**config.mk**
```make
export PLATFORM = sky130hd
export DESIGN_NAME = lpm_match
export DESIGN_NICKNAME = d
export VERILOG_FILES = /design/src/longest_prefix_match_route_table_top_macros.svh /design/src/lpm_pkg.sv /design/src/lpm_match.sv
export SDC_FILE = /design/constraint.sdc
export NUM_CORES = 1
export LEC_CHECK = 0
export BUFFER_PORTS_ARGS = -buffer_cell sky130_fd_sc_hd__buf_2
export CAP_MARGIN = 0
export CORE_MARGIN = 4
export CORE_UTILIZATION = 44
export CTS_BUF_LIST = sky130_fd_sc_hd__clkbuf_4
export CTS_CLUSTER_SIZE = 12
export DETAILED_ROUTE_END_ITERATION = 10
export GPL_TIMING_DRIVEN = 0
export PLACE_DENSITY = 0.81
export SLEW_MARGIN = 20
export SYNTH_ARGS = -nofsm -noshare
export SYNTH_HDL_FRONTEND = slang
export SYNTH_SLANG_ARGS = --single-unit
```
**constraint.sdc**
```tcl
create_clock -name clk -period 3.98 [get_ports clk]
set_input_delay 0.995 -clock clk [delete_from_list [all_inputs] [get_ports clk]]
set_output_delay 0.995 -clock clk [all_outputs]
set_load 0.01 [all_outputs]
```
**src/longest_prefix_match_route_table_top_macros.svh**
```systemverilog
// Assertion helpers for the route table top level.
`ifndef LONGEST_PREFIX_MATCH_ROUTE_TABLE_TOP_MACROS_SVH
`define LONGEST_PREFIX_MATCH_ROUTE_TABLE_TOP_MACROS_SVH

// Same-cycle implication, checked outside reset.
`define LPM_ASSERT_NOW(label, ante, cons, msg) \
  label: assert property (@(posedge clk) disable iff (rst) (ante) |-> (cons)) \
    else $error(msg);

// Next-cycle implication, checked outside reset.
`define LPM_ASSERT_NEXT(label, ante, cons, msg) \
  label: assert property (@(posedge clk) disable iff (rst) (ante) |=> (cons)) \
    else $error(msg);

`endif

```
**src/lpm_pkg.sv**
```systemverilog
`default_nettype none

package lpm_pkg;

  localparam int TABLE_DEPTH = 256;
  localparam int IDX_W       = $clog2(TABLE_DEPTH);
  localparam int CNT_W       = $clog2(TABLE_DEPTH + 1);

  localparam int ADDR_W   = 32;
  localparam int PLEN_W   = 6;
  localparam int MAX_PLEN = 32;
  localparam int METRIC_W = 16;
  localparam int KIND_W   = 3;
  localparam int TAG_W    = 16;
  localparam int SLOT_W   = 8;
  localparam int OP_W     = 2;
  localparam int ST_W     = 2;

  localparam logic [OP_W-1:0] OP_ADD    = 2'd0;
  localparam logic [OP_W-1:0] OP_REMOVE = 2'd1;
  localparam logic [OP_W-1:0] OP_UPDATE = 2'd2;
  localparam logic [OP_W-1:0] OP_LOOKUP = 2'd3;

  localparam logic [ST_W-1:0] ST_OK      = 2'd0;
  localparam logic [ST_W-1:0] ST_FULL    = 2'd1;
  localparam logic [ST_W-1:0] ST_NOROUTE = 2'd2;
  localparam logic [ST_W-1:0] ST_BADSLOT = 2'd3;

  // Full route entry as written on an add.
  typedef struct packed {
    logic [ADDR_W-1:0]   dest;
    logic [PLEN_W-1:0]   prefix;
    logic [ADDR_W-1:0]   hop;
    logic [METRIC_W-1:0] metric;
    logic [KIND_W-1:0]   kind;
    logic [TAG_W-1:0]    tag;
  } entry_t;

  // Fields read back from the table by the sequencer and the matcher.
  typedef struct packed {
    logic [ADDR_W-1:0] dest;
    logic [PLEN_W-1:0] prefix;
    logic [ADDR_W-1:0] hop;
    logic [TAG_W-1:0]  tag;
  } entry_rd_t;

  // One lookup sweep step, aligned with the registered read data.
  typedef struct packed {
    logic             live;
    logic             valid;
    logic [IDX_W-1:0] idx;
  } scan_t;

endpackage

`default_nettype wire

```
**src/lpm_match.sv**
```systemverilog
`default_nettype none

module lpm_match (
  input  wire logic                          clk,
  input  wire logic                          rst,
  input  wire logic                          clear,
  input  wire lpm_pkg::scan_t                scan,
  input  wire lpm_pkg::entry_rd_t            entry,
  input  wire logic [lpm_pkg::ADDR_W-1:0]    key,
  output logic [lpm_pkg::PLEN_W-1:0]         best_len,
  output logic [lpm_pkg::IDX_W-1:0]          best_idx,
  output logic [lpm_pkg::ADDR_W-1:0]         best_hop
);

  logic [lpm_pkg::PLEN_W-1:0] shamt;
  logic [lpm_pkg::ADDR_W-1:0] mask;
  logic                       hit;

  // Top prefix bits only; a shift by the full width leaves an empty mask.
  assign shamt = lpm_pkg::PLEN_W'(lpm_pkg::ADDR_W) - entry.prefix;
  assign mask  = {lpm_pkg::ADDR_W{1'b1}} << shamt;
  assign hit   = scan.live && scan.valid && (((key ^ entry.dest) & mask) == '0)
                 && (entry.prefix > best_len);

  always_ff @(posedge clk) begin
    if (rst || clear) begin
      best_len <= '0;
      best_idx <= '0;
      best_hop <= '0;
    end else if (hit) begin
      best_len <= entry.prefix;
      best_idx <= scan.idx;
      best_hop <= entry.hop;
    end
  end

endmodule

`default_nettype wire
```
==> results of run 1 <==
[where the power goes]
group,internal (uW),switching [uW],total [uW]
clock network,69.4,153,222
logic,118,127,244
registers,466,2.79,469
[worst max-delay path by stage]
stage / endpoint / slack [ns] / startpoint
6_report: best_hop[1] / 0.66 / entry[49]
2_1_floorplan: best_hop[0] / 0.80 / entry[49]
3_5_place_dp: best_hop[24] / 0.33 / entry[49]
5_1_grt: best_hop[1] / 0.50 / entry[49]
3_3_place_gp: best_hop[2] / 0.32 / entry[49]
4_1_cts: best_hop[24] / 0.70 / entry[49]
[layout make-up]
type | instances | share of cell area
timing repair buffer | 160 | 0.206
sequential | 46 | 0.237
multi-input combinational | 278 | 0.472
buffer | 21 | 0.0355
clock inverter | 3 | 0.00484
clock buffer | 5 | 0.00967
inverter | 10 | 0.00967
tap | 77 | 0.0248
[through the flow]
step / power, uW / cell area [um^2] / hold WS, ns
global placement: 717 / 3820 / 0.442
finish: 935 / 3880 / 0.464
floorplan: 624 / 2930 / 0.482
CTS: 946 / 3880 / 0.467
global route: 989 / 3880 / 0.485
detailed placement: 722 / 3820 / 0.449
[routing by layer]
metal	GRT usage	up-vias
met4	0.0650	0
met1	0.233	1351
met5	0	-
met3	0.0535	12
met2	0.354	116
li1	-	1529
[worst reg2reg max path, delay by kind of cell, from the launching register on]
kind | cells | cell delay [ns]
multiplexers | 1 | 0.22
AO/OA/AOI/OAI | 5 | 0.74
flip-flops | 1 | 0.38
adder cells (fa/ha/maj) | 1 | 0.28
AND/OR/NAND/NOR | 1 | 0.13
buffers and inverters | 3 | 0.45
[flip-flops by register name (all words and copies together) (netlist names)]
register and count:
best_hop 32, best_idx 8, best_len 6
[layout by cell type, fill, tap and decap left out, types with 9 or more instances in the layout]
cell type,n
buf_2,162
nand2_1,100
mux2i_1,46
dfxtp_1,46
xnor2_1,22
xor2_1,13
clkbuf_1,11
nand4_1,11
ha_1,10
inv_1,9
[kinds of logic after synthesis]
logic type / count (synthesis) / share of synthesized area
fa+ha+maj: 10 / 0.0428
compound gates: 45 / 0.0975
buf+inv: 31 / 0.0599
flops: 46 / 0.315
xor+xnor: 36 / 0.114
simple gates: 141 / 0.214
mux: 46 / 0.157
==> summary.txt, run 1 <==
Layout
  • Layout Utilization: 0.608
  • Antenna cells: 0
  • Fin cells: 600
  • # fillers: 581
  • Number of nets in the layout: 663
  • Layout cells sized above 1: 0.354
  • Register area: 921 um^2
  • Area delta synth->final: 32.6%
  • Multi-input logic area: 1830 um^2

Die
  • Core box area: 6390 um^2
  • DIE HEIGHT: 89.6 um
  • Cell Rows: 29
  • Initial Util: 0.458
  • Die X: 89.6 um
  • Area of the die: 8020 um^2
  • Boundary Pins: 177

Global routing
  • First-pass GRT wire length: 12900 um
  • Global-route usage over all layers: 0.200
  • Vias in the first global route: 2932
  • GRT Residual Overflow: 0
  • Initial antenna violation count: 0
  • Largest net degree at the start of global routing: 16

Yosys
  • Most frequent cell after synthesis: nand2_1
  • Number of flops mapped to enable cells by yosys: 0
  • Post-synth ARST share: 0
  • Mapped Cells: 355
  • Post-Syn Area: 2930 um^2
  • Yosys top cell by area: dfxtp_1
  • Main flop type after synthesis: dfxtp_1
  • Syn Nets: 496
  • Seq/Total Area, Yosys: 0.315
  • Area contributors post-synth: dfxtp_1 31%, mux2i_1 16%, nand2_1 13%
  • Register bit count reported by yosys: 46
  • Yosys warning total: 0
  • Commonest cells in the synthesized netlist: 100 x nand2_1, 46 x dfxtp_1, 46 x mux2i_1
  • Top cell type's share of synthesized area: 0.315
  • Synthesized area per cell: 8.24 um^2
  • Distinct cell type count after synthesis: 43

Min path
  • Min-delay src: best_hop[23]
  • Hold EP: best_hop[23]
  • Hold Path Stages: 2
  • Worst Hold Class: reg -> reg

STA
  • Tcrit/Tclk final: 0.834
  • Fmax: 301 MHz
  • Unrepaired setup endpoints after global routing: false
  • Worst slew pin tran: 0.503 ns
  • Worst setup margin: 0.661 ns
  • Final worst path period need: 3.32 ns
  • Setup-failing EPs final: 0
  • Final Hold Vio Count: 0
  • Clock skew: 0.0243 ns
  • Setup_tns: 0 ns
  • Fin. max-slew vios: 0
  • Max-slew headroom: 0.662

Pwr
  • Power density cells: 241 nW/um^2
  • Peak VDD IR: 0.247 mV
  • P_leak: 0.00204 uW

Place
  • GPL Wtd Cong: 0.902
  • Dpl hpwl: 6670 um
  • Placed insts: 592
  • Pre-CTS WS: 0.331 ns
  • Buffers on Ports: 160

Routing
  • Final ANT Viol Nets: 0
  • Routed length on met3: 695 um
  • Routed wire length: 8080 um
  • 1st-iter DRT viols: 111
  • DR WL met2: 4120 um
  • Wirelength per Cell: 13.5 um
  • Number of vias per cell: 5.01
  • Met1 Wirelength: 3140 um
  • Vias: 3008
  • Drc violations: 0
  • Highest metal used: met4
  • 1st-pass router iterations: 4

Critical path
  • Largest stage delay, worst path: 0.46 ns
  • Worst Path Buf+Inv: 6
  • Endpoint class of the critical path: register
  • Req. time, crit path: 4.21 ns
  • Reg-to-Reg Start: best_len[1]
  • Data arrival, critical path: 3.55 ns
  • CP delay by family, top: buffers and inverters
  • CP Cell Sequence: buf_2 -> buf_4 -> inv_1 -> ha_1 -> buf_2 -> nor2b_1 -> o21ai_1 -> nand4_1 -> nand4_1 -> o41ai_1 -> a31oi_1 -> buf_6 -> buf_6 -> mux2i_1
  • Worst path depth: 14
  • CP Max Fanout: 10
  • Reg-to-Reg End: best_hop[24]
  • Crit start category: input port
  • Worst Reg-to-Reg Cells: 11
  • Worst Path Class, Setup: in -> reg
  • Slowest CP cell: o41ai_1
  • R2R Setup Slk: 1.72 ns

Clocking
  • Hold_buf cts: 0
  • Clk_lat worst skew: 0.35 ns
  • CTS max path bufs: 2
  • H-tree levels: 2
  • Root buffer cell: clkbuf_4
  • Clock sink count: 46
  • CTS Buf Count: 5
  • Clk slew on worst S/H paths: 0.13 ns
  • CTS tree: yes
  • Post-CTS Setup Bufs: 0
  • Resized cells post-CTS: 0

Status
  • Status: finished, final reports clean

Run
  • Max-Cap Viols: 0
Note: power is estimated with default switching activity, not from simulation.
==> run 2, diff against run 1 <==
--- a/config.mk
+++ b/config.mk
@@ -8,12 +8,12 @@
 export BUFFER_PORTS_ARGS = -buffer_cell sky130_fd_sc_hd__buf_2
 export CAP_MARGIN = 0
 export CORE_MARGIN = 4
-export CORE_UTILIZATION = 44
+export CORE_UTILIZATION = 41
 export CTS_BUF_LIST = sky130_fd_sc_hd__clkbuf_4
 export CTS_CLUSTER_SIZE = 12
 export DETAILED_ROUTE_END_ITERATION = 10
 export GPL_TIMING_DRIVEN = 0
-export PLACE_DENSITY = 0.81
+export PLACE_DENSITY = 0.8
 export SLEW_MARGIN = 20
 export SYNTH_ARGS = -nofsm -noshare
 export SYNTH_HDL_FRONTEND = slang
==> constraint.sdc (replaced) <==
create_clock -name clk -period 2.7 [get_ports clk]
set_input_delay 0.675 -clock clk [delete_from_list [all_inputs] [get_ports clk]]
set_output_delay 0.675 -clock clk [all_outputs]
set_load 0.01 [all_outputs]
==> run 2 against run 1 <==
Effect of this change:
- die area increased by 6.7%
- highest routed layer unchanged
- count of clock-buffer cells in the layout stayed put
- via count increased by 3.5%
- wire length increased by 5.7%
- final cell count grew 4.5%
- utilization shrank 1.7 points
- setup slack lost 0.61 ns
==> summary.txt, run 2 (synthesis gave the netlist of run 1 again) <==
Status
  • Status: finished, final reports clean (unchanged)

Critical path
  • Data arrival, critical path: 2.92 ns (was 3.55 ns)
  • Endpoint class of the critical path: register (unchanged)
  • CP Max Fanout: 10 (unchanged)
  • Largest stage delay, worst path: 0.39 ns (was 0.46 ns)
  • Worst Path Class, Setup: in -> reg (unchanged)
  • CP Cell Sequence: buf_2 -> buf_6 -> inv_4 -> ha_4 -> nand2b_1 -> a221oi_1 -> a311oi_1 -> or3_1 -> a31oi_1 -> a31oi_1 -> buf_6 -> buf_8 -> mux2i_1 (was buf_2 -> buf_4 -> inv_1 -> ha_1 -> buf_2 -> nor2b_1 -> o21ai_1 -> nand4_1 -> nand4_1 -> o41ai_1 -> a31oi_1 -> buf_6 -> buf_6 -> mux2i_1)
  • Crit start category: input port (unchanged)
  • CP delay by family, top: compound AO/OA/AOI/OAI gates (was buffers and inverters)
  • Slowest CP cell: or3_1 (was o41ai_1)
  • Worst Path Buf+Inv: 5 (was 6)
  • Req. time, crit path: 2.97 ns (was 4.21 ns)

Routing
  • Final ANT Viol Nets: 0 (unchanged)
  • Wirelength per Cell: 13.6 um (was 13.5 um)
  • 1st-pass router iterations: 4 (unchanged)
  • Vias: 3114 (was 3008)
  • Routed wire length: 8540 um (was 8080 um)
  • Drc violations: 0 (unchanged)
  • 1st-iter DRT viols: 144 (was 111)
  • Number of vias per cell: 4.97 (was 5.01)

STA
  • Worst slew pin tran: 0.509 ns (was 0.503 ns)
  • Fin. max-slew vios: 0 (unchanged)
  • Fmax: 377 MHz
  • Tcrit/Tclk final: 0.982
  • Worst hold slack: 0.468 ns (was 0.464 ns)
  • Clock skew: 0.00728 ns (was 0.0243 ns)
  • Final worst path period need: 2.65 ns
  • Max-slew headroom: 0.658 (was 0.662)
  • Final Hold Vio Count: 0 (unchanged)
  • Setup-failing EPs final: 0 (unchanged)

Layout
  • Number of nets in the layout: 671 (was 663)
  • Commonest non-fill, non-tap cells in the layout: 161 x buf_2, 100 x nand2_1, 46 x mux2i_1, 46 x dfxtp_1, 22 x xnor2_1 (was 162 x buf_2, 100 x nand2_1, 46 x mux2i_1, 46 x dfxtp_1, 22 x xnor2_1)
  • Commonest non-fill, non-tap cell in the layout: buf_2 (unchanged)
  • Top Registers: best_hop (32), best_idx (8), best_len (6) (unchanged)
  • Antenna cells: 0 (unchanged)
  • Biggest register: best_hop (unchanged)
  • Fin cells: 627 (was 600)
  • Layout cells sized above 1: 0.379 (was 0.354)
  • Final Cell Area: 4060 um^2 (was 3880 um^2)
  • Area delta synth->final: 38.6% (was 32.6%)
  • Max reg flops: 32 (unchanged)

Pwr
  • P_leak: 0.00210 uW (was 0.00204 uW)
  • Combinational cell fraction of total power: 0.278 (was 0.261)
  • Sw Share: 0.306 (was 0.302)
  • Sw Pwr: 434 uW (was 282 uW)
  • Power density cells: 349 nW/um^2 (was 241 nW/um^2)
  • Register share of total power: 0.488 (was 0.501)
  • Overall power: 1420 uW (was 935 uW)
  • Clock power share: 0.234 (was 0.238)
  • Peak VDD IR: 0.304 mV (was 0.247 mV)
  • Internal power: 984 uW (was 653 uW)

Place
  • Dpl hpwl: 6890 um (was 6670 um)
  • Placed insts: 611 (was 592)
  • GPL Wtd Cong: 0.918 (was 0.902)
  • Buffers on Ports: 160 (unchanged)
  • DP Area: 3890 um^2 (was 3820 um^2)

Global routing
  • Initial antenna violation count: 0 (unchanged)
  • First-pass GRT wire length: 13900 um (was 12900 um)
  • GR Util met1: 0.225 (was 0.233)
  • Global-route usage over all layers: 0.194 (was 0.200)
  • Largest net degree at the start of global routing: 16 (unchanged)
  • Most Crowded Layer GR: met2 (unchanged)
  • Vias in the first global route: 3118 (was 2932)
  • GRT Residual Overflow: 0 (unchanged)
  • Met2 usage: 0.351 (was 0.354)
  • Met3 usage: 0.0357 (was 0.0535)

Die
  • Cell Rows: 30 (was 29)
  • DIE HEIGHT: 92.5 um (was 89.6 um)
  • Area of the die: 8550 um^2 (was 8020 um^2)
  • Die X: 92.5 um (was 89.6 um)
  • Initial Util: 0.426 (was 0.458)
  • Boundary Pins: 177 (unchanged)
  • Core box area: 6870 um^2 (was 6390 um^2)

Clocking
  • Clock sink count: 46 (unchanged)
  • CTS max path bufs: 2 (unchanged)
  • Clk_lat worst skew: 0.34 ns (was 0.35 ns)
  • Clk slew on worst S/H paths: 0.14 ns (was 0.13 ns)
  • CTS tree: yes (unchanged)
  • CTS Buf Count: 5 (unchanged)
  • H-tree levels: 2 (unchanged)
  • Root buffer cell: clkbuf_4 (unchanged)

Min path
  • Worst Hold Class: reg -> reg (unchanged)

Run
  • Max-Cap Viols: 0 (unchanged)
-- run 2: cell types whose count changed in the layout (fill, tap and decap cells not counted), sizes merged --
cell and delta:
buf +8
-- run 2: repair_timing --
item,4_1_cts,5_1_grt
resized for setup,2,10
setup buffers,4,4
pin swaps,4,6
endpoints found under the setup margin,40,45
hold buffers,0,0
endpoints found under the hold margin,0,0
-- run 2: final timing paths --
path,start,endpoint,slack [ns],cells after the start
worst max-delay path,entry[48],best_hop[25],0.05,13
worst min-delay path,best_hop[19],best_hop[19],0.47,2
worst max register to register,best_len[5],best_hop[25],0.47,10
worst min register to register,best_hop[19],best_hop[19],0.47,2
-- run 2: cell type report --
type	count	area, um^2
Buffer	21	175
Fill cell	644	2810
Inverter	10	42.5
Multi-Input combinational cell	278	1880
Clock inverter	3	18.8
Timing Repair Buffer	168	861
Tap cell	96	120
Clock buffer	5	37.5
Sequential cell	46	921
-- run 2: worst min-delay path, cell delays in order, from the launching register on --
cell,delay [ns]
dfxtp_1,0.34
nand2_1,0.05
mux2i_1,0.05
-- run 2: metrics by stage --
step                setup slack (ns)  utilization  setup TNS (ns)
finish                        0.0484        0.591               0
global route                 -0.0617        0.591          -0.650
CTS                           0.0238        0.580               0
detailed placement            -0.526        0.566          -22.10
global placement              -0.430        0.566          -18.56
floorplan                    0.00476            -               0
-- run 2: power by group through the flow --
stage / sequential [uW] / clock [uW] / combinational, uW
after floorplan: 710 / 0 / 216
after global placement: 706 / 0 / 358
after detailed placement: 706 / 0 / 365
after CTS: 692 / 343 / 376
after global routing: 693 / 374 / 433
final: 691 / 332 / 395
-- run 2: per-layer routing --
metal	wire length, um	share of wire	vias to the layer above
li1	-	-	1552
met1	3270	0.38	1436
met2	4540	0.53	106
met3	480	0.056	20
met4	255	0.030	0
met5	0	0	-
==> run 3, diff against run 2 <==
--- a/config.mk
+++ b/config.mk
@@ -8,12 +8,11 @@
 export BUFFER_PORTS_ARGS = -buffer_cell sky130_fd_sc_hd__buf_2
 export CAP_MARGIN = 0
 export CORE_MARGIN = 4
-export CORE_UTILIZATION = 41
+export CORE_UTILIZATION = 25
 export CTS_BUF_LIST = sky130_fd_sc_hd__clkbuf_4
 export CTS_CLUSTER_SIZE = 12
 export DETAILED_ROUTE_END_ITERATION = 10
 export GPL_TIMING_DRIVEN = 0
-export PLACE_DENSITY = 0.8
 export SLEW_MARGIN = 20
 export SYNTH_ARGS = -nofsm -noshare
 export SYNTH_HDL_FRONTEND = slang
==> run 3 against run 2 <==
Effect of this change:
- sequential power barely moved
- sequential cell count stayed put
- combinational power rose by 8.6%
==> summary.txt, run 3 (synthesis gave the netlist of run 1 again) <==
Place
  • Dpl hpwl: 7290 um (was 6890 um)
  • Buffers on Ports: 160 (unchanged)
  • GPL Wtd Cong: 0.835 (was 0.918)
  • Placed insts: 658 (was 611)

Global routing
  • Vias in the first global route: 3052 (was 3118)
  • Initial antenna violation count: 0 (unchanged)
  • Largest net degree at the start of global routing: 14 (was 16)
  • GRT Residual Overflow: 0 (unchanged)
  • Global-route usage over all layers: 0.128 (was 0.194)
  • First-pass GRT wire length: 14000 um (was 13900 um)

Die
  • DIE HEIGHT: 116 um (was 92.5 um)
  • Initial Util: 0.256 (was 0.426)
  • Die X: 116 um (was 92.5 um)
  • Boundary Pins: 177 (unchanged)
  • Area of the die: 13500 um^2 (was 8550 um^2)
  • Cell Rows: 39 (was 30)
  • Core box area: 11400 um^2 (was 6870 um^2)

Layout
  • Max reg flops: 32 (unchanged)
  • Layout cells sized above 1: 0.394 (was 0.379)
  • # fillers: 1244 (was 644)
  • Area delta synth->final: 46.5% (was 38.6%)
  • Biggest register: best_hop (unchanged)
  • Fin cells: 679 (was 627)
  • Number of nets in the layout: 677 (was 671)
  • Commonest non-fill, non-tap cells in the layout: 160 x buf_2, 100 x nand2_1, 46 x dfxtp_1 (was 161 x buf_2, 100 x nand2_1, 46 x mux2i_1, 46 x dfxtp_1, 22 x xnor2_1)
  • Commonest non-fill, non-tap cell in the layout: buf_2 (unchanged)
  • Antenna cells: 0 (unchanged)
  • Top Registers: best_hop (32), best_idx (8), best_len (6) (unchanged)

STA
  • Setup-failing EPs final: 0 (unchanged)
  • Worst slew pin tran: 0.500 ns (was 0.509 ns)
  • Fin. max-slew vios: 0 (unchanged)
  • Worst hold slack: 0.465 ns (was 0.468 ns)
  • Max-slew headroom: 0.666 (was 0.658)
  • Setup_tns: 0 ns (unchanged)
  • Tcrit/Tclk final: 0.986 (was 0.982)
  • Clock skew: 0.0106 ns (was 0.00728 ns)
  • Fmax: 376 MHz (was 377 MHz)
  • Final Hold Vio Count: 0 (unchanged)
  • Final worst path period need: 2.66 ns (was 2.65 ns)

Routing
  • Final ANT Viol Nets: 0 (unchanged)
  • Wirelength per Cell: 13.7 um (was 13.6 um)
  • Number of vias per cell: 4.57 (was 4.97)
  • Drc violations: 0 (unchanged)
  • 1st-iter DRT viols: 131 (was 144)
  • 1st-pass router iterations: 4 (unchanged)
  • Vias: 3105 (was 3114)
  • Routed wire length: 9290 um (was 8540 um)

Pwr
  • Clock power share: 0.223 (was 0.234)
  • Internal power: 1010 uW (was 984 uW)
  • Peak VDD IR: 0.178 mV (was 0.304 mV)
  • P_leak: 0.00216 uW (was 0.00210 uW)
  • Sw Share: 0.301 (was 0.306)
  • Combinational cell fraction of total power: 0.298 (was 0.278)
  • Power density cells: 336 nW/um^2 (was 349 nW/um^2)
  • Sw Pwr: 434 uW (about the same)
  • Register share of total power: 0.480 (was 0.488)

Run
  • Max-Cap Viols: 0 (unchanged)

Clocking
  • Clk_lat worst skew: 0.34 ns (about the same)
  • H-tree levels: 2 (unchanged)
  • Root buffer cell: clkbuf_4 (unchanged)
  • Hold_buf cts: 0 (unchanged)
  • Clock sink count: 46 (unchanged)
  • CTS tree: yes (unchanged)
  • Clk slew on worst S/H paths: 0.13 ns (was 0.14 ns)
  • CTS Buf Count: 5 (unchanged)
  • CTS max path bufs: 2 (unchanged)

Critical path
  • Req. time, crit path: 2.94 ns (was 2.97 ns)
  • Crit start category: input port (unchanged)
  • R2R Setup Slk: 0.34 ns (was 0.47 ns)
  • Data arrival, critical path: 2.90 ns (was 2.92 ns)
  • Largest stage delay, worst path: 0.34 ns (was 0.39 ns)
  • Worst Reg-to-Reg Cells: 10 (unchanged)
  • Endpoint class of the critical path: register (unchanged)
  • Slowest CP cell: nor4_2 (was or3_1)
  • Worst Path Class, Setup: in -> reg (unchanged)
  • CP Max Fanout: 5 (was 10)
  • CP Cell Sequence: buf_12 -> inv_8 -> ha_4 -> buf_8 -> xnor2_4 -> buf_6 -> a21oi_2 -> nor4_2 -> nand2_1 -> a2111oi_4 -> a31oi_4 -> buf_8 -> buf_12 -> mux2i_4 (was buf_2 -> buf_6 -> inv_4 -> ha_4 -> nand2b_1 -> a221oi_1 -> a311oi_1 -> or3_1 -> a31oi_1 -> a31oi_1 -> buf_6 -> buf_8 -> mux2i_1)

Min path
  • Worst Hold Class: reg -> reg (unchanged)
  • Hold Path Stages: 2 (unchanged)

Status
  • Status: finished, final reports clean (unchanged)
-- run 3: cell count changes in the layout (fill, tap and decap cells not counted), moves of 2 or more --
cell	change
a31oi_1	-2
inv_4	-2
clkinv_2	-2
buf_4	+3
buf_12	+2
clkbuf_16	+2
inv_8	+2
-- run 3: power by group through the flow --
stage / Clock (uW) / Sequential [uW] / Combinational, uW
detailed placement: 0 / 706 / 371
CTS: 340 / 692 / 388
finish: 321 / 691 / 429
global route: 370 / 693 / 470
global placement: 0 / 706 / 366
floorplan: 0 / 710 / 216
-- run 3: repair_timing --
item                       4_1_cts  5_1_grt
gates resized for setup          3       30
pin swaps                        4        7
setup endpoints to repair       46       43
cloned                           0        3
setup buffers                    6        7
-- run 3: path summary, 6_finish.rpt --
kind / from / end
hold reg to reg: best_hop[5] / best_hop[5]
hold / removal: best_hop[5] / best_hop[5]
setup reg to reg: best_len[5] / best_hop[0]
setup / recovery: entry[48] / best_hop[0]
-- run 3: layout make-up --
class	count	area (um^2)	area share
Sequential cell	46	921	0.215
Multi-Input combinational cell	278	1940	0.452
Clock inverter	1	7.51	0.00175
Inverter	10	52.6	0.0123
Tap cell	143	179	0.0417
Clock buffer	6	45.0	0.0105
Timing Repair Buffer	176	991	0.231
Buffer	19	153	0.0356
-- run 3: per-stage QoR --
stage / utilization / power (uW) / cell area, um^2 / setup WS (ns)
after global routing: 0.376 / 1530 / 4290 / -0.0141
after CTS: 0.356 / 1420 / 4070 / 0.0214
final: 0.376 / 1440 / 4290 / 0.0369
after detailed placement: 0.346 / 1080 / 3950 / -0.585
after global placement: 0.346 / 1070 / 3950 / -0.504
after floorplan: - / 926 / 2970 / 0.00476
-- run 3: routing by layer --
layer	global-route usage	vias up	routed length, um
met4	0.0286	0	65
li1	-	1565	-
met1	0.154	1448	3900
met5	0	-	0
met2	0.231	86	4770
met3	0.0301	6	551
-- run 3: critical path: cells and delay by family --
kind	cells	cell delay, ns
mux	1	0.17
compound gates	3	0.47
xor+xnor	1	0.21
simple gates	2	0.48
buf+inv	6	0.72
fa+ha+maj	1	0.17
